$ cat config.mk
export PLATFORM = sky130hd
export DESIGN_NAME = sha1_message_hasher_top_flat
export DESIGN_NICKNAME = d
export VERILOG_FILES = /design/src/rtl/sha1mh_pkg.sv /design/src/rtl/sha1mh_if.sv /design/src/rtl/sha1_message_hasher_top.sv /design/src/rtl/sha1mh_sched.sv /design/src/rtl/sha1mh_round.sv /design/src/flat_wrapper.sv
export SDC_FILE = /design/constraint.sdc
export NUM_CORES = 2
export LEC_CHECK = 0
export ABC_CLOCK_PERIOD_IN_PS = 27000
export BUFFER_PORTS_ARGS = -buffer_cell sky130_fd_sc_hd__buf_2
export CORE_MARGIN = 1.5
export CORE_UTILIZATION = 65
export CTS_CLUSTER_SIZE = 30
export DETAILED_ROUTE_END_ITERATION = 8
export GPL_ROUTABILITY_DRIVEN = 0
export HOLD_SLACK_MARGIN = 0.15
export PLACE_DENSITY = 0.82
export SLEW_MARGIN = 20
export SYNTH_ARGS = -nofsm -noshare
export SYNTH_HDL_FRONTEND = slang
export SYNTH_SLANG_ARGS = --single-unit
export TNS_END_PERCENT = 100
$ cat constraint.sdc
create_clock -name clk_i -period 27 [get_ports clk_i]
set_clock_uncertainty 0.2 [all_clocks]
set_input_delay 2.7 -clock clk_i [delete_from_list [all_inputs] [get_ports clk_i]]
set_output_delay 2.7 -clock clk_i [all_outputs]
set_load 0.01 [all_outputs]
$ cat src/rtl/sha1mh_pkg.sv
// ----------------------------------------------------------------------------
// sha1mh_pkg
// Shared types and constants of the SHA-1 message hasher: word types,
// initial chaining values, round constants and schedule control.
// ----------------------------------------------------------------------------
package sha1mh_pkg;

  localparam int unsigned WordW      = 32;
  localparam int unsigned NumWords   = 5;
  localparam int unsigned ByteW      = 8;
  localparam int unsigned FillW      = 6;
  localparam int unsigned LenW       = 64;
  localparam int unsigned IdxW       = 3;
  localparam int unsigned RndW       = 7;
  localparam int unsigned NumRounds  = 80;
  localparam int unsigned LenPos     = 56;
  localparam int unsigned BytesPerBl = 64;

  typedef logic [WordW-1:0] word_t;

  // working variables of the compression function
  typedef struct packed {
    word_t a;
    word_t b;
    word_t c;
    word_t d;
    word_t e;
  } work_t;

  // control of the message schedule window
  typedef struct packed {
    logic             load;
    logic             shift;
    logic [ByteW-1:0] data;
  } sched_ctrl_t;

  localparam word_t HInit [NumWords] = '{
    32'h67452301, 32'hEFCDAB89, 32'h98BADCFE, 32'h10325476, 32'hC3D2E1F0
  };

  localparam word_t K0 = 32'h5A827999;
  localparam word_t K1 = 32'h6ED9EBA1;
  localparam word_t K2 = 32'h8F1BBCDC;
  localparam word_t K3 = 32'hCA62C1D6;

  localparam logic [RndW-1:0] RndPh1  = RndW'(20);
  localparam logic [RndW-1:0] RndPh2  = RndW'(40);
  localparam logic [RndW-1:0] RndPh3  = RndW'(60);
  localparam logic [RndW-1:0] RndLast = RndW'(NumRounds - 1);

  localparam logic [FillW-1:0] FillLast   = FillW'(BytesPerBl - 1);
  localparam logic [FillW-1:0] FillLenPos = FillW'(LenPos);

  localparam logic [ByteW-1:0] PadMark = 8'h80;
  localparam logic [IdxW-1:0]  IdxLast = IdxW'(NumWords - 1);

endpackage

$ cat src/rtl/sha1mh_if.sv
// ----------------------------------------------------------------------------
// sha1mh_if
// Valid/ready channels of the SHA-1 message hasher: byte input and
// digest word output.
// ----------------------------------------------------------------------------
interface sha1mh_in_if;
  logic                          valid;
  logic                          ready;
  logic [sha1mh_pkg::ByteW-1:0]  data_byte;
  logic                          byte_present;
  logic                          end_of_message;

  modport source (output valid, data_byte, byte_present, end_of_message, input ready);
  modport sink   (input valid, data_byte, byte_present, end_of_message, output ready);
endinterface

interface sha1mh_out_if;
  logic                         valid;
  logic                         ready;
  sha1mh_pkg::word_t            digest_word;
  logic [sha1mh_pkg::IdxW-1:0]  word_index;
  logic                         last_word;

  modport source (output valid, digest_word, word_index, last_word, input ready);
  modport sink   (input valid, digest_word, word_index, last_word, output ready);
endinterface

$ cat src/rtl/sha1_message_hasher_top.sv
// Input: message bytes are taken only while idle; the byte that fills a block
//   starts 80 rounds on the shared round unit and one chain add, and input stalls.
// End of message: 9 to 72 padding bytes at one a cycle, each padded block hashed
//   the same way, then five digest words, one a cycle while the sink is ready.
// Over full blocks the byte rate is set by the round unit.
// Reset: asynchronous, restores the initial chain and clears count and length.
// ----------------------------------------------------------------------------
// sha1_message_hasher_top
// SHA-1 over a byte stream: gathers 64-byte blocks, pads at end of message
// and delivers the digest as five 32-bit words.
// ----------------------------------------------------------------------------
module sha1_message_hasher_top (
  input  logic               clk_i,
  input  logic               rst_ni,
  sha1mh_in_if.sink          in_i,
  sha1mh_out_if.source       out_o
);

  typedef enum logic [4:0] {
    ST_IDLE  = 5'b00001,
    ST_PAD   = 5'b00010,
    ST_ROUND = 5'b00100,
    ST_ADD   = 5'b01000,
    ST_OUT   = 5'b10000
  } state_e;

  state_e                             state_q, state_d;
  logic [sha1mh_pkg::FillW-1:0]       fill_q;
  logic [sha1mh_pkg::LenW-1:0]        bits_q;
  logic [sha1mh_pkg::RndW-1:0]        rnd_q;
  logic [sha1mh_pkg::IdxW-1:0]        widx_q;
  logic                               pad_act_q, pad_act_d;
  logic                               pad_first_q, pad_first_d;
  logic                               pad_last_q, pad_last_d;
  logic                               done_q, done_d;
  sha1mh_pkg::word_t                  h_q [sha1mh_pkg::NumWords];
  sha1mh_pkg::work_t                  work_q;
  sha1mh_pkg::work_t                  work_nxt;
  sha1mh_pkg::word_t                  w_cur;
  sha1mh_pkg::sched_ctrl_t            sched_ctrl;
  sha1mh_pkg::word_t                  out_word;

  logic                         in_acc;
  logic                         out_acc;
  logic                         wr_en;
  logic [sha1mh_pkg::ByteW-1:0] wr_byte;
  logic [sha1mh_pkg::ByteW-1:0] len_byte;
  logic                         blk_full;

  assign in_acc  = in_i.valid & in_i.ready;
  assign out_acc = out_o.valid & out_o.ready;

  assign in_i.ready = (state_q == ST_IDLE);

  // big-endian length byte for positions 56..63
  assign len_byte = bits_q[{~fill_q[2:0], 3'b000} +: 8];

  // byte written into the block: message byte or padding
  always_comb begin
    wr_en   = 1'b0;
    wr_byte = in_i.data_byte;
    if (state_q == ST_IDLE) begin
      wr_en = in_acc & in_i.byte_present;
    end else if (state_q == ST_PAD) begin
      wr_en = 1'b1;
      if (pad_first_q) begin
        wr_byte = sha1mh_pkg::PadMark;
      end else if (pad_last_q && (fill_q >= sha1mh_pkg::FillLenPos)) begin
        wr_byte = len_byte;
      end else begin
        wr_byte = '0;
      end
    end
  end

  assign blk_full = wr_en && (fill_q == sha1mh_pkg::FillLast);

  assign sched_ctrl.load  = wr_en;
  assign sched_ctrl.shift = (state_q == ST_ROUND);
  assign sched_ctrl.data  = wr_byte;

  sha1mh_sched u_sched (
    .clk_i  (clk_i),
    .ctrl_i (sched_ctrl),
    .w_o    (w_cur)
  );

  sha1mh_round u_round (
    .cur_i   (work_q),
    .w_i     (w_cur),
    .round_i (rnd_q),
    .nxt_o   (work_nxt)
  );

  // sequencer
  always_comb begin
    state_d     = state_q;
    pad_act_d   = pad_act_q;
    pad_first_d = pad_first_q;
    pad_last_d  = pad_last_q;
    done_d      = done_q;
    unique case (state_q)
      ST_IDLE: begin
        if (in_acc && in_i.end_of_message) begin
          pad_act_d   = 1'b1;
          pad_first_d = 1'b1;
          pad_last_d  = 1'b0;
          state_d     = ST_PAD;
        end
        if (blk_full) begin
          state_d = ST_ROUND;
        end
      end
      ST_PAD: begin
        pad_first_d = 1'b0;
        if (pad_first_q) begin
          pad_last_d = (fill_q < sha1mh_pkg::FillLenPos);
        end
        if (blk_full) begin
          done_d     = pad_last_q;
          pad_last_d = 1'b1;
          state_d    = ST_ROUND;
        end
      end
      ST_ROUND: begin
        if (rnd_q == sha1mh_pkg::RndLast) begin
          state_d = ST_ADD;
        end
      end
      ST_ADD: begin
        if (done_q) begin
          state_d = ST_OUT;
        end else if (pad_act_q) begin
          state_d = ST_PAD;
        end else begin
          state_d = ST_IDLE;
        end
      end
      ST_OUT: begin
        if (out_acc && (widx_q == sha1mh_pkg::IdxLast)) begin
          pad_act_d = 1'b0;
          done_d    = 1'b0;
          state_d   = ST_IDLE;
        end
      end
      default: state_d = ST_IDLE;
    endcase
  end

  // control registers and chaining state
  always_ff @(posedge clk_i or negedge rst_ni) begin
    if (!rst_ni) begin
      state_q     <= ST_IDLE;
      fill_q      <= '0;
      bits_q      <= '0;
      rnd_q       <= '0;
      widx_q      <= '0;
      pad_act_q   <= 1'b0;
      pad_first_q <= 1'b0;
      pad_last_q  <= 1'b0;
      done_q      <= 1'b0;
      h_q         <= sha1mh_pkg::HInit;
    end else begin
      state_q     <= state_d;
      pad_act_q   <= pad_act_d;
      pad_first_q <= pad_first_d;
      pad_last_q  <= pad_last_d;
      done_q      <= done_d;
      if (wr_en) begin
        fill_q <= fill_q + 1'b1;
      end
      if (in_acc && in_i.byte_present) begin
        bits_q <= bits_q + sha1mh_pkg::LenW'(8);
      end
      if (state_q == ST_ROUND) begin
        rnd_q <= (rnd_q == sha1mh_pkg::RndLast) ? '0 : rnd_q + 1'b1;
      end
      if (state_q == ST_ADD) begin
        h_q[0] <= h_q[0] + work_q.a;
        h_q[1] <= h_q[1] + work_q.b;
        h_q[2] <= h_q[2] + work_q.c;
        h_q[3] <= h_q[3] + work_q.d;
        h_q[4] <= h_q[4] + work_q.e;
      end
      if (out_acc) begin
        if (widx_q == sha1mh_pkg::IdxLast) begin
          widx_q <= '0;
          fill_q <= '0;
          bits_q <= '0;
          h_q    <= sha1mh_pkg::HInit;
        end else begin
          widx_q <= widx_q + 1'b1;
        end
      end
    end
  end

  // working variables: load from chain at block start, then one round a cycle
  always_ff @(posedge clk_i) begin
    if (blk_full) begin
      work_q <= '{a: h_q[0], b: h_q[1], c: h_q[2], d: h_q[3], e: h_q[4]};
    end else if (state_q == ST_ROUND) begin
      work_q <= work_nxt;
    end
  end

  // digest word select
  always_comb begin
    unique case (widx_q)
      3'd0:    out_word = h_q[0];
      3'd1:    out_word = h_q[1];
      3'd2:    out_word = h_q[2];
      3'd3:    out_word = h_q[3];
      3'd4:    out_word = h_q[4];
      default: out_word = '0;
    endcase
  end

  assign out_o.valid       = (state_q == ST_OUT);
  assign out_o.digest_word = out_word;
  assign out_o.word_index  = widx_q;
  assign out_o.last_word   = (widx_q == sha1mh_pkg::IdxLast);

endmodule

$ cat src/rtl/sha1mh_sched.sv
// ----------------------------------------------------------------------------
// sha1mh_sched
// Sixteen-word message window. Bytes shift in while a block is gathered;
// during the rounds the window shifts one word a cycle and appends the
// next expanded schedule word.
// ----------------------------------------------------------------------------
module sha1mh_sched (
  input  logic                    clk_i,
  input  sha1mh_pkg::sched_ctrl_t ctrl_i,
  output sha1mh_pkg::word_t       w_o
);

  localparam int unsigned WinW = 16 * sha1mh_pkg::WordW;

  // oldest word sits in the top bits
  logic [WinW-1:0]   win_q;
  sha1mh_pkg::word_t w_new;
  sha1mh_pkg::word_t w_mix;

  // w[t+16] = rotl1(w[t+13] ^ w[t+8] ^ w[t+2] ^ w[t])
  assign w_mix = win_q[2*32 +: 32] ^ win_q[7*32 +: 32] ^
                 win_q[13*32 +: 32] ^ win_q[15*32 +: 32];
  assign w_new = {w_mix[30:0], w_mix[31]};
  assign w_o   = win_q[15*32 +: 32];

  // window update
  always_ff @(posedge clk_i) begin
    if (ctrl_i.load) begin
      win_q <= {win_q[WinW-sha1mh_pkg::ByteW-1:0], ctrl_i.data};
    end else if (ctrl_i.shift) begin
      win_q <= {win_q[WinW-sha1mh_pkg::WordW-1:0], w_new};
    end
  end

endmodule

$ cat src/rtl/sha1mh_round.sv
// ----------------------------------------------------------------------------
// sha1mh_round
// One SHA-1 round: selects the boolean function and constant by round
// number and produces the next working variables.
// ----------------------------------------------------------------------------
module sha1mh_round (
  input  sha1mh_pkg::work_t                 cur_i,
  input  sha1mh_pkg::word_t                 w_i,
  input  logic [sha1mh_pkg::RndW-1:0]       round_i,
  output sha1mh_pkg::work_t                 nxt_o
);

  sha1mh_pkg::word_t f;
  sha1mh_pkg::word_t k;
  sha1mh_pkg::word_t t;

  // function and constant per group of twenty rounds
  always_comb begin
    if (round_i < sha1mh_pkg::RndPh1) begin
      f = (cur_i.b & cur_i.c) | (~cur_i.b & cur_i.d);
      k = sha1mh_pkg::K0;
    end else if (round_i < sha1mh_pkg::RndPh2) begin
      f = cur_i.b ^ cur_i.c ^ cur_i.d;
      k = sha1mh_pkg::K1;
    end else if (round_i < sha1mh_pkg::RndPh3) begin
      f = (cur_i.b & cur_i.c) | (cur_i.b & cur_i.d) | (cur_i.c & cur_i.d);
      k = sha1mh_pkg::K2;
    end else begin
      f = cur_i.b ^ cur_i.c ^ cur_i.d;
      k = sha1mh_pkg::K3;
    end
  end

  // temp sum and rotation of the working variables
  assign t = {cur_i.a[26:0], cur_i.a[31:27]} + f + cur_i.e + k + w_i;

  assign nxt_o.a = t;
  assign nxt_o.b = cur_i.a;
  assign nxt_o.c = {cur_i.b[1:0], cur_i.b[31:2]};
  assign nxt_o.d = cur_i.c;
  assign nxt_o.e = cur_i.d;

endmodule

$ cat src/flat_wrapper.sv
// flat-port wrapper written by rule: the top's interface ports become plain ports
module sha1_message_hasher_top_flat 
  (clk_i, rst_ni, in_i_valid, in_i_data_byte, in_i_byte_present, in_i_end_of_message, in_i_ready, out_o_valid, out_o_digest_word, out_o_word_index, out_o_last_word, out_o_ready);
  sha1mh_in_if in_i_i ();
  sha1mh_out_if out_o_i ();
  input  logic clk_i;
  input  logic rst_ni;
  input wire logic [$bits(in_i_i.valid)-1:0] in_i_valid;
  input wire logic [$bits(in_i_i.data_byte)-1:0] in_i_data_byte;
  input wire logic [$bits(in_i_i.byte_present)-1:0] in_i_byte_present;
  input wire logic [$bits(in_i_i.end_of_message)-1:0] in_i_end_of_message;
  output wire logic [$bits(in_i_i.ready)-1:0] in_i_ready;
  output wire logic [$bits(out_o_i.valid)-1:0] out_o_valid;
  output wire logic [$bits(out_o_i.digest_word)-1:0] out_o_digest_word;
  output wire logic [$bits(out_o_i.word_index)-1:0] out_o_word_index;
  output wire logic [$bits(out_o_i.last_word)-1:0] out_o_last_word;
  input wire logic [$bits(out_o_i.ready)-1:0] out_o_ready;
  assign in_i_i.valid = in_i_valid;
  assign in_i_i.data_byte = in_i_data_byte;
  assign in_i_i.byte_present = in_i_byte_present;
  assign in_i_i.end_of_message = in_i_end_of_message;
  assign in_i_ready = in_i_i.ready;
  assign out_o_valid = out_o_i.valid;
  assign out_o_digest_word = out_o_i.digest_word;
  assign out_o_word_index = out_o_i.word_index;
  assign out_o_last_word = out_o_i.last_word;
  assign out_o_i.ready = out_o_ready;
  sha1_message_hasher_top u_core (.clk_i(clk_i), .rst_ni(rst_ni), .in_i(in_i_i), .out_o(out_o_i));
endmodule
== Word-level counts from Yosys, hierarchy flattened ==
Cells that the tools add are included.
Word-level totals
  flip-flop bits (word level): 921
  output and inout bits: 38
  logic and storage cells: 135
  input bits: 14
Cells by class
  equal/unequal tests: 17
  order comparisons: 5
  bitwise logic cells: 17
  reduce and logical (&&, ||, !) cells: 16
  muxes and demuxes: 46
  add/subtract/negate cells: 13
  shifts and indexed selects: 1
Operators by type and width (count)
  $mux 512: 2
  $mux 160: 5
  $add 32x32->32: 9
  $mux 64: 3
  $mux 32: 5
  $pmux 32 s5: 1
  $xor 32x32->32: 5
  $and 32x32->32: 4
  $or 32x32->32: 3
  $add 64x4->64 const B: 1
  $shiftx 64x7->8: 1
  $mux 8: 4
  $not 32->32: 1
  $mux 31: 1
  $mux 5: 6
  $pmux 5 s5: 1
  $mux 6: 3
  $lt 7x6->1 const B: 2
  $reduce_bool 2->1: 5
  $reduce_and 3->1: 3
  $mux 1: 8
  $pmux 1 s2: 4
  $add 7x1->7 const B: 1
  $eq 7x7->1 const B: 1
  27 further kinds: 36

== Logic depth before layout (Yosys ltp) ==
  depth in word-level cells: 12
  depth in mapped cells: 28

== Modules after synthesis ==
Synthesis repeated with hierarchy kept, for this count alone.
Second synthesis, totals
  cell total of the unflattened synthesis: 4735
  area, all modules: 56211.4 sq um
By module, submodules not included
  sha1_message_hasher_top: cells an instance 2704, area an instance 26377.8 sq um, times used 1
  sha1mh_sched: cells an instance 1246, area an instance 23251.0 sq um, times used 1
  sha1mh_round: cells an instance 785, area an instance 6582.6 sq um, times used 1

== Least setup slack after synthesis ==
Ideal clock, no wire load.
  kind: input to register
  from: input in_i_byte_present
  to: register u_core.u_sched.win_q[0] (enable)
  slack: 11114 ps
  data arrival time: 12046 ps
  setup time: 3640 ps
  stages on the path: 6
  data required time: 23160 ps
  cells stage by stage: nand3_4 clkbuf_1 and2_1 clkbuf_1 clkbuf_1 nand2_1
Between the ends
  longest elaborated chain between the ends: 3
Ends and longest elaborated chain
  start, declared: line flat_wrapper.sv:10  | input wire logic [$bits(in_i_i.byte_present)-1:0] in_i_byte_present;
  $and 1x1->1: line sha1_message_hasher_top.sv:63  | wr_en = in_acc & in_i.byte_present;
  $mux 1: line sha1_message_hasher_top.sv:62  | if (state_q == ST_IDLE) begin
  $reduce_bool 2->1 (no source line)
  end signal, assigned: line sha1mh_sched.sv:29  | win_q <= {win_q[WinW-sha1mh_pkg::ByteW-1:0], ctrl_i.data};
  end signal, assigned: line sha1mh_sched.sv:31  | win_q <= {win_q[WinW-sha1mh_pkg::WordW-1:0], w_new};
  end, declared: line sha1mh_sched.sv:16  | logic [WinW-1:0] win_q;
No other way between the ends.
A chain may end at the register's enable or synchronous reset.

== Final worst setup path ==
  from: register u_core.rnd_q[5] in the netlist's numbering
  to: register u_core.work_q[159] in the netlist's numbering (data pin)
Between the ends
  longest elaborated chain between the ends: 10
Ends and longest elaborated chain
  start, declared: line sha1_message_hasher_top.sv:30  | logic [sha1mh_pkg::RndW-1:0] rnd_q;
  start signal, assigned: line sha1_message_hasher_top.sv:176  | rnd_q <= (rnd_q == sha1mh_pkg::RndLast) ? '0 : rnd_q + 1'b1;
  $lt 7x6->1: line sha1mh_round.sv:25  | end else if (round_i < sha1mh_pkg::RndPh3) begin
  $mux 32: line sha1mh_round.sv:25
  $mux 32: line sha1mh_round.sv:22  | end else if (round_i < sha1mh_pkg::RndPh2) begin
  $mux 32: line sha1mh_round.sv:19  | if (round_i < sha1mh_pkg::RndPh1) begin
  $add 32x32->32 (2 in series): line sha1mh_round.sv:35  | assign t = {cur_i.a[26:0], cur_i.a[31:27]} + f + cur_i.e + k + w_i;
  $add 32x32->32 (*) (2 in series): line sha1mh_round.sv:35
  $mux 160 (*): line sha1_message_hasher_top.sv:202  | end else if (state_q == ST_ROUND) begin
  $mux 160 (*): line sha1_message_hasher_top.sv:200  | if (blk_full) begin
  end signal, assigned: line sha1_message_hasher_top.sv:201  | work_q <= '{a: h_q[0], b: h_q[1], c: h_q[2], d: h_q[3], e: h_q[4]};
  end signal, assigned: line sha1_message_hasher_top.sv:203  | work_q <= work_nxt;
  end, declared: line sha1_message_hasher_top.sv:37  | sha1mh_pkg::work_t work_q;
Every way passes the cells marked *; elsewhere a longest branch is shown, timed or not. The select of a mux whose other input is x is not followed.

==> results.ini <==
[setup_path]
worstPathArrival_ps=7740
crit_top_cell=inv_1
r2r_cells=24
crit_chain=a41oi_1 > and2_0 > inv_1 > buf_4 > nand2_1 > buf_4 > inv_1 > a221oi_1 > xnor2_1 > ha_1 > o21bai_1 > fa_1 > inv_1 > fa_1 > inv_1 > ha_1 > a21oi_1 > o21ai_0 > a211oi_1 > o21ai_1 > a311oi_1 > o41a_1 > xnor2_1 > a21oi_1
crit_path_top_delay_cell=a211oi_1
crit_path_end_kind=flip-flop
crit_family=compound AO/OA/AOI/OAI gates
worst_path_largest_cell_delay_ps=660
critical_path_class=flip-flop to flip-flop
crit_fanout=31
cp.required_ps=27190
cp-start-kind=flip-flop
crit_buf_inv=6
crit_cells=24

[timing]
tightest_slew_ps=1258
period_minus_slack_ps=7549
rsz0062_at_grt=no
fmaxAchievable_mhz=132.5
hold_viol_final=0
timing.final.crit_share_pct=27.96
setup_tns_ps=0
slew_viol_final=0
setup_violations=0
slew_headroom_pct=16.11

[finish]
fill_cells=5874
diodes=0
syn2layout_area_growth_pct=7.790
drive_gt1_share_pct=6.428
layout_common_cells=2112 x nand2_1, 672 x edfxtp_1, 266 x a21oi_1, 231 x nor2_1, 228 x ha_1
mostFrequentLayoutCell=nand2_1
regArea_um2=26440
multi_input_area_um2=25520
final_nets=6006

[floorplanning]
core_area_um2=81850
die_y_um=290.4
io_pins=52
rows=105
initial_utilization_pct=65.59
dieArea_um2=84320
die_x_um=290.4

[hold_path]
whs_path_depth=2
hold_class=flip-flop to flip-flop

[power_and_ir_drop]
power_uw=4777
power_density_nw_per_um2=82.56
ir_worst_vdd_uv=61.51
p_seq_share_pct=44.9
power_frac_clock_pct=27.8
p_switching_uw=1596
p_int_uw=3181
p_sw_share_pct=33.40
power_leakage_uw=0.02461
power_frac_comb_pct=27.2

[drt]
vias=42100
viasPerCell=6.195
drt_wl_total_um=139600
post_drt_wl_per_cell_um=20.55
drcViolationCount=0
ant_nets=0
first_pass_iters=5
drt-initial-drc-count=4746

[yosys]
syn_avg_cell_area_um2=9.399
netlist.area_leader.share_pct=37.59
ys_seq_area_share_pct=49.25
netlist_area_um2=53680
synth_fp_nets=6073
synth_cell_types=86
synth-edff-count=672
syn_inst=5711
synth-main-ff-cell=edfxtp_1
synth_top_area_cell=edfxtp_1
synth_area_leaders=edfxtp_1 38%, nand2_1 15%, dfrtp_1 7.7%, ha_1 5.3%, fa_1 4.5%
synth-seq-cells=918
yosys_warnings=0
synthArstFlopShare_pct=26.80

[clock_tree]
clk-insertion-delay-late_ps=690
clk_pin_slew_ps=60
ctsHoldBuffers=0
htreeDepth=3
ctsResizeCount=0
clockBufferDepth=3
cts_buffers=95
cts_tree=built
numClockSinks=918
cts_setup_buffers=0
cts_root_buffer=clkbuf_16

[placed_design]
port_buffers=51
dpl.hpwl_um=94990

[global_route]
grt_pass1_vias=40310
grt_max_degree=248
overflow=0
grt_first_pass_wirelength_um=220400
grt_usage_pct=33.03
antenna_found_initial=0

[outcome]
status=completed

[run]
drv_cap=0

-- Yosys cell counts (all sizes together) (15+ instances only) --
library cell	number
clkbuf	191
o21bai	23
and2	15
buf	64
inv	210
ha	228
nand3	100
xnor2	196
o21a	34
or3	30
a21o	80
o211ai	63
nor3	47
and3	38
o32ai	17
a31oi	16
o21ai	204
nand2b	35
dfrtp	165
xor2	102
a22oi	64
nand4	31
fa	120
nand2	2118
mux2i	16
nor2b	42
a21oi	266
dfstp	81
edfxtp	672
nor2	233
a211oi	38
-- area by class of cell --
cell class,instances,share of cell area [%]
timing repair buffer,91,1.118
inverter,212,1.375
clock buffer,135,4.597
clock inverter,43,0.8044
sequential,918,45.69
tap,1070,2.314
multi-input combinational,4326,44.10
-- final timing paths --
kind / slack (ps) / from / to
max in group asynchronous: 23160 / rst_ni / u_core.h_q[124]$_DFF_PN0_
worst max register to register: 19450 / u_core.rnd_q[5]$_DFFE_PN0P_ / u_core.work_q[159]$_DFFE_PP_
min in group asynchronous: 1910 / rst_ni / u_core.h_q[35]$_DFF_PN0_
worst min register to register: 310 / u_core.h_q[96]$_DFF_PN1_ / u_core.h_q[96]$_DFF_PN1_
worst max-delay path: 19450 / u_core.rnd_q[5]$_DFFE_PN0P_ / u_core.work_q[159]$_DFFE_PP_
worst min-delay path: 310 / u_core.h_q[96]$_DFF_PN1_ / u_core.h_q[96]$_DFF_PN1_
-- stage by stage --
| stage | util, % | hold WS (ps) | instance area [um2] | std cells | setup slack (ps) |
|---|---|---|---|---|---|
| global route | 70.69 | 333.0 | 57860 | 6795 | 19000 |
| global placement | 66.83 | 292.3 | 54700 | 6616 | 19840 |
| detailed placement | 66.83 | 305.4 | 54700 | 6616 | 19600 |
| floorplan | - | 280.3 | 53680 | 5711 | 11110 |
| finish | 70.69 | 310.9 | 57860 | 6795 | 19450 |
| CTS | 70.65 | 314.8 | 57820 | 6794 | 19550 |
-- power by group through the flow --
| stage | clock (uW) | combinational, uW | sequential [uW] |
|---|---|---|---|
| after floorplan | 0 | 993 | 2230 |
| after global placement | 0 | 1240 | 2160 |
| after detailed placement | 0 | 1290 | 2160 |
| after CTS | 1340 | 1300 | 2140 |
| after global routing | 1390 | 1470 | 2170 |
| final | 1330 | 1300 | 2150 |
-- metal layers --
| layer | part of all wire, % | GRT usage, % |
|---|---|---|
| met1 | 39 | 44.87 |
| met2 | 46 | 51.55 |
| met3 | 10 | 6.493 |
| met4 | 4.9 | 15.48 |
| met5 | 0 | 0 |
-- tightest hold or removal path: cells and delay by family (launching register included) --
kind / cells / cell delay [ps]
and+or+nand+nor: 2 / 110
DFF: 1 / 390
-- registers in the layout, summed over array words and instances, names as in the netlist --
signal / cells
u_core.state_q: 5
u_core.fill_q: 6
u_core.work_q: 160
u_core.u_sched.win_q: 512
u_core.pad_first_q: 1
u_core.done_q: 1
u_core.h_q: 160
u_core.out_o.word_index: 3
u_core.pad_act_q: 1
u_core.rnd_q: 7
u_core.bits_q: 61
u_core.pad_last_q: 1
-- kinds of logic after synthesis --
| group | share of synthesized area, % |
|---|---|
| simple gates | 20.77 |
| flops | 49.25 |
| xor+xnor | 4.862 |
| mux | 0.9486 |
| compound gates | 11.00 |
| fa+ha+maj | 9.790 |
| buf+inv | 3.380 |
Note: power is estimated with default switching activity, not from simulation.
